==> src/rtl/core/dcs_pkg.sv <==
package dcs_pkg;

  localparam int WIN_DEPTH = 4;
  localparam int CNT_W     = 3;
  localparam int E_W       = 16;
  localparam int P_W       = 13;
  localparam int T_W       = 62;
  localparam int G_W       = 63;   // signed gap between two stored times
  localparam int GAP_W     = 40;
  localparam int TRIG_W    = 32;
  localparam int CELL_W    = 7;
  localparam int DSQ_W     = 30;
  localparam int RSQ_W     = 27;
  localparam int ZS_W      = 14;
  localparam int CFG_AW    = 6;
  localparam int CFG_DW    = 64;

  localparam logic [29:0]       NSEC_PER_SEC  = 30'd1000000000;
  localparam logic [DSQ_W-1:0]  DIST_LIMIT_SQ = 30'd25000000;
  localparam int                RSQ_BAND      = 400000;
  localparam int                Z_OFFSET      = 2000;
  localparam int                Z_BAND        = 400;
  localparam int                BANDS         = 10;
  localparam logic [CELL_W-1:0] CELL_NONE     = 7'd100;

  localparam logic KIND_PAIR   = 1'b0;
  localparam logic KIND_SINGLE = 1'b1;

  localparam logic [2:0] REG_PE_LO     = 3'd0;
  localparam logic [2:0] REG_PE_HI     = 3'd1;
  localparam logic [2:0] REG_DE_LO     = 3'd2;
  localparam logic [2:0] REG_DE_HI     = 3'd3;
  localparam logic [2:0] REG_CAP_WIN   = 3'd4;
  localparam logic [2:0] REG_CAP_MIN   = 3'd5;
  localparam logic [2:0] REG_PRE_VETO  = 3'd6;
  localparam logic [2:0] REG_POST_VETO = 3'd7;

  typedef struct packed {
    logic [E_W-1:0]         energy;
    logic signed [P_W-1:0]  x;
    logic signed [P_W-1:0]  y;
    logic signed [P_W-1:0]  z;
    logic [T_W-1:0]         stamp;
    logic [TRIG_W-1:0]      trig;
    logic [CELL_W-1:0]      cell_id;
  } entry_t;

  typedef entry_t [WIN_DEPTH-1:0] row_t;

  typedef struct packed {
    logic [E_W-1:0]   pe_lo;
    logic [E_W-1:0]   pe_hi;
    logic [E_W-1:0]   de_lo;
    logic [E_W-1:0]   de_hi;
    logic [GAP_W-1:0] cap_win;
    logic [GAP_W-1:0] cap_min;
    logic [GAP_W-1:0] pre_veto;
    logic [GAP_W-1:0] post_veto;
  } cfg_t;

  typedef struct packed {
    logic              kind;
    logic [2:0]        det_out;
    logic [TRIG_W-1:0] first_trigger;
    logic [TRIG_W-1:0] second_trigger;
    logic [E_W-1:0]    first_energy;
    logic [E_W-1:0]    second_energy;
    logic [CELL_W-1:0] cell_res;
    logic [GAP_W-1:0]  gap_before_ns;
    logic [GAP_W-1:0]  gap_after_ns;
    logic [GAP_W-1:0]  pair_gap_ns;
    logic [27:0]       pair_dist_sq;
  } result_t;

  function automatic logic [GAP_W-1:0] sat_gap(input logic signed [G_W-1:0] g);
    logic [GAP_W-1:0] r;
    if (g < 0) begin
      r = '0;
    end else if (g[G_W-1:GAP_W] != '0) begin
      r = '1;
    end else begin
      r = g[GAP_W-1:0];
    end
    return r;
  endfunction

endpackage

==> src/rtl/core/dcs_cfg.sv <==
module dcs_cfg import dcs_pkg::*; (
  input  logic              clk,
  input  logic              rst_n,
  input  logic              psel,
  input  logic              penable,
  input  logic              pwrite,
  input  logic [CFG_AW-1:0] paddr,
  input  logic [CFG_DW-1:0] pwdata,
  output logic [CFG_DW-1:0] prdata,
  output logic              pready,
  output cfg_t              cfg
);

  cfg_t       cfg_r;
  logic [2:0] idx;
  logic       wr;

  assign idx    = paddr[5:3];
  assign wr     = psel && penable && pwrite;
  assign pready = 1'b1;
  assign cfg    = cfg_r;

  always_ff @(posedge clk) begin
    if (!rst_n) begin
      cfg_r.pe_lo     <= 16'd1500;
      cfg_r.pe_hi     <= 16'd12000;
      cfg_r.de_lo     <= 16'd1900;
      cfg_r.de_hi     <= 16'd12000;
      cfg_r.cap_win   <= 40'd400000;
      cfg_r.cap_min   <= 40'd1000;
      cfg_r.pre_veto  <= 40'd800000;
      cfg_r.post_veto <= 40'd400000;
    end else if (wr) begin
      unique case (idx)
        REG_PE_LO:     cfg_r.pe_lo     <= pwdata[E_W-1:0];
        REG_PE_HI:     cfg_r.pe_hi     <= pwdata[E_W-1:0];
        REG_DE_LO:     cfg_r.de_lo     <= pwdata[E_W-1:0];
        REG_DE_HI:     cfg_r.de_hi     <= pwdata[E_W-1:0];
        REG_CAP_WIN:   cfg_r.cap_win   <= pwdata[GAP_W-1:0];
        REG_CAP_MIN:   cfg_r.cap_min   <= pwdata[GAP_W-1:0];
        REG_PRE_VETO:  cfg_r.pre_veto  <= pwdata[GAP_W-1:0];
        REG_POST_VETO: cfg_r.post_veto <= pwdata[GAP_W-1:0];
        default: ;
      endcase
    end
  end

  always_comb begin
    unique case (idx)
      REG_PE_LO:     prdata = CFG_DW'(cfg_r.pe_lo);
      REG_PE_HI:     prdata = CFG_DW'(cfg_r.pe_hi);
      REG_DE_LO:     prdata = CFG_DW'(cfg_r.de_lo);
      REG_DE_HI:     prdata = CFG_DW'(cfg_r.de_hi);
      REG_CAP_WIN:   prdata = CFG_DW'(cfg_r.cap_win);
      REG_CAP_MIN:   prdata = CFG_DW'(cfg_r.cap_min);
      REG_PRE_VETO:  prdata = CFG_DW'(cfg_r.pre_veto);
      REG_POST_VETO: prdata = CFG_DW'(cfg_r.post_veto);
      default:       prdata = '0;
    endcase
  end

endmodule

==> config.mk <==
export PLATFORM = sky130hd
export DESIGN_NAME = dcs_cfg
export DESIGN_NICKNAME = d
export VERILOG_FILES = /design/src/rtl/core/dcs_pkg.sv /design/src/rtl/core/dcs_cfg.sv
export SDC_FILE = /design/constraint.sdc
export NUM_CORES = 1
export LEC_CHECK = 0
export ABC_AREA = 0
export BUFFER_PORTS_ARGS = -buffer_cell sky130_fd_sc_hd__buf_2
export CORE_MARGIN = 10
export CORE_UTILIZATION = 54
export DETAILED_ROUTE_END_ITERATION = 16
export HOLD_SLACK_MARGIN = 0.05
export MAX_ROUTING_LAYER = met4
export PLACE_DENSITY = 0.86
export RECOVER_POWER = 25
export SLEW_MARGIN = 40
export SYNTH_ARGS = -nofsm -noshare
export SYNTH_HDL_FRONTEND = slang
export SYNTH_SLANG_ARGS = --single-unit
==> constraint.sdc <==
create_clock -name clk -period 2.4 [get_ports clk]
set_input_delay 0.12 -clock clk [delete_from_list [all_inputs] [get_ports clk]]
set_output_delay 0.12 -clock clk [all_outputs]
set_load 0.05 [all_outputs]
==> impl_metrics.csv <==
group,metric,value,unit
logic_synthesis,synth-seq-area-share,43.8,%
floorplan,die-area,24900,um2
logic_synthesis,synth_area_leaders,"dfxtp_1 (44%), nand2_1 (16%), a21boi_0 (8.0%)",
worst_hold_path,hp-class,"in2reg",
logic_synthesis,synth_cell_types,28,
pwr,clkPwrFrac,45.0,%
sta,final.period_utilization,90.9,%
flow_run,maxCapViolCount,0,
pwr,ir_drop,667,uV
worst_hold_path,worstHoldPathCells,5,
clock_network,cts_buffers,24,
floorplan,start_util,54.8,%
global_routing,grtUsageTotal,30.7,%
placement,place_congestion,0.956,
floorplan,fp-row-count,50,
logic_synthesis,ys_ff_latch,224,
routing,vias,10300,
final_layout,drive_above_1_share,23.5,%
clock_network,cts-root-buf,"clkbuf_16",
clock_network,postCtsHoldBufs,41,
global_routing,grt_antenna_before_repair,2,
placement,dp_hpwl,25.9,mm
routing,drt_pass1_iterations,6,
floorplan,io_pins,364,
clock_network,cts_tree,"done",
pwr,comb_power_share,11.0,%
sta,hold_viol,0,
final_layout,syn_to_final_growth,25.8,%
routing,drt_iter0_drc,982,
sta,slew_viol_final,0,
sta,final-setup-viol-count,0,
setup_path,critPathArrivalTime,2.06,ns
logic_synthesis,synth_top_area_share,43.8,%
logic_synthesis,synthCells,1230,
setup_path,start_kind,"input pin",
setup_path,cp-end-kind,"primary output",
clock_network,clockBufferDepth,3,
final_layout,finalNetCount,1595,
floorplan,dieHeight,158,um
pwr,pwr-share-seq,44.1,%
clock_network,htree_num_levels,1,
final_layout,nFillCells,1445,
routing,route.antenna.remaining_nets,0,
routing,remaining_drc_errors,0,
sta,max_slew_margin,20.2,%
global_routing,grt_max_degree,96,
sta,finClkSkew,0,ns
sta,rsz0062_at_grt,"no",
setup_path,crit_type,"in2out",
clock_network,clkTransAtPathRegs,0.06,ns
pwr,p_sw_share,26.3,%
floorplan,die_w,158,um
pwr,p_int,6.32,mW
outcome,status,"complete, no violations",
placement,io_buffers,311,
setup_path,worstPathMaxFanout,18,
pwr,p_leak,5.43,nW
routing,routedWlPerCell,22.1,um
sta,final.setup.tns,0,ns
clock_network,postCtsSetupBuffers,0,
routing,viasPerCell,5.80,
pwr,p_sw,2.25,mW
final_layout,largest_reg_flops,224,
floorplan,core_area,18700,um2
global_routing,grt_pass1_vias,10200,
logic_synthesis,synth_area,10200,um2
sta,fin_crit,2.18,ns
global_routing,global_route.overflow_total,0,
logic_synthesis,ys_warn_count,0,
final_layout,final_util,68.9,%
logic_synthesis,avgSynthCellArea,8.33,um2
clock_network,clk_latency,0.52,ns
sta,fmax,459,MHz
sta,tightest_slew,1.20,ns
clock_network,cts_resized,0,
setup_path,r2r_cells,2,
setup_path,cp.required,2.28,ns
pwr,p_per_area,664,nW/um2
global_routing,grt_pass1_wl,58.5,mm
logic_synthesis,synth_top_cell_by_area,"dfxtp_1",
routing,finalWirelength,39.2,mm
clock_network,numClockSinks,224,
==> power groups by stage <==
stage               clock network [mW]  registers, mW  logic, mW
floorplan                            0           3.97      0.552
global placement                     0           3.86      0.869
detailed placement                   0           3.86      0.876
CTS                               3.88           3.77      0.932
global route                      4.04           3.78      0.979
finish                            3.85           3.78      0.939
==> synthesized netlist by cell type <==
master    number
conb_1         2
a221oi_1      26
mux4_2        27
nand4b_4       1
o211ai_1       7
and2_1        24
inv_1         13
a21boi_1      63
dfxtp_1      224
nor2_1        39
nor2b_1        1
mux2i_1       16
buf_2         63
nand3_1       45
or3_1          3
a22o_1        13
nand4_2        1
a21boi_0     109
a21oi_1        3
clkbuf_1      45
nand2_1      445
or2_1          2
or2_2          4
nor3_2         2
buf_4         34
nand2b_1       2
mux2_2        13
a211o_1        3
==> layout make-up <==
cell class              instances  area (um2)  area share [%]
multi-input cells             874        5070            39.3
flip-flops and latches        224        4480            34.8
repair buffers                383        2170            16.8
clock buffers                  29         661            5.12
well taps                     234         293            2.27
clock inverters                15         158            1.22
inverters                      13        48.8           0.378
diodes                          3        7.51          0.0582
==> placed cells by master (no fill, tap or decap), types with 2 or more instances in the layout <==
cell,n
nand2_1,445
buf_2,237
dfxtp_1,224
a21boi_0,119
clkbuf_1,76
a21boi_1,53
nand3_1,45
dlygate4sd3_1,41
nor2_1,34
mux4_2,27
a221oi_1,26
conb_1,25
clkbuf_16,25
and2_1,24
buf_4,24
mux2i_1,16
mux2_2,13
a22o_1,13
inv_1,13
clkinv_2,10
o211ai_1,7
buf_12,5
nor2_4,4
diode_2,3
or3_1,3
a211o_1,3
a21oi_1,3
or2_2,3
bufinv_16,3
nand2b_1,2
or2_0,2
clkinv_4,2
clkbuf_8,2
==> worst max-delay path, stage by stage <==
cell and delay (ns):
buf_2 0.36, buf_4 0.39, mux2i_1 0.41, a221oi_1 0.15, a221oi_1 0.29, nor2_1 0.10, buf_2 0.23
==> per-layer routing <==
layer  vias to the layer above  track usage (%)  routed length [um]
met5                         -                -                   0
met4                         0             13.0                1660
met3                       126             8.17                5100
met2                       739             49.1               18200
met1                      4820             36.0               14300
li1                       4611                -                   -
==> path summary, 6_finish.rpt <==
path | start | end | slack, ns
worst max-delay path | paddr[4] | prdata[15] | 0.22
worst min-delay path | pwrite | cfg[174] | 0.10
worst max register to register | cfg[45] | cfg[45] | 1.57
worst min register to register | cfg[73] | cfg[73] | 0.47
==> logic make-up after synthesis <==
group | Yosys count | share of synthesized area [%]
DFF | 224 | 43.8
other | 2 | 0.0733
AOI/OAI and AO/OA | 224 | 16.9
buffers and inverters | 155 | 7.69
muxes | 56 | 8.93
and+or+nand+nor | 569 | 22.7
==> metrics by stage <==
step | std cells | instance area [um2] | hold WS (ns) | power [mW] | worst slack [ns]
final | 1775 | 12900 | 0.102 | 8.57 | 0.220
after global placement | 1687 | 11800 | 0.382 | 4.73 | 0.306
after floorplan | 1253 | 10300 | 0.244 | 4.52 | 0.423
after global routing | 1774 | 12900 | 0.174 | 8.80 | 0.207
after detailed placement | 1687 | 11800 | 0.396 | 4.73 | 0.300
after CTS | 1772 | 13000 | 0.0771 | 8.58 | 0.291
Power figures use the tool's default switching activity.
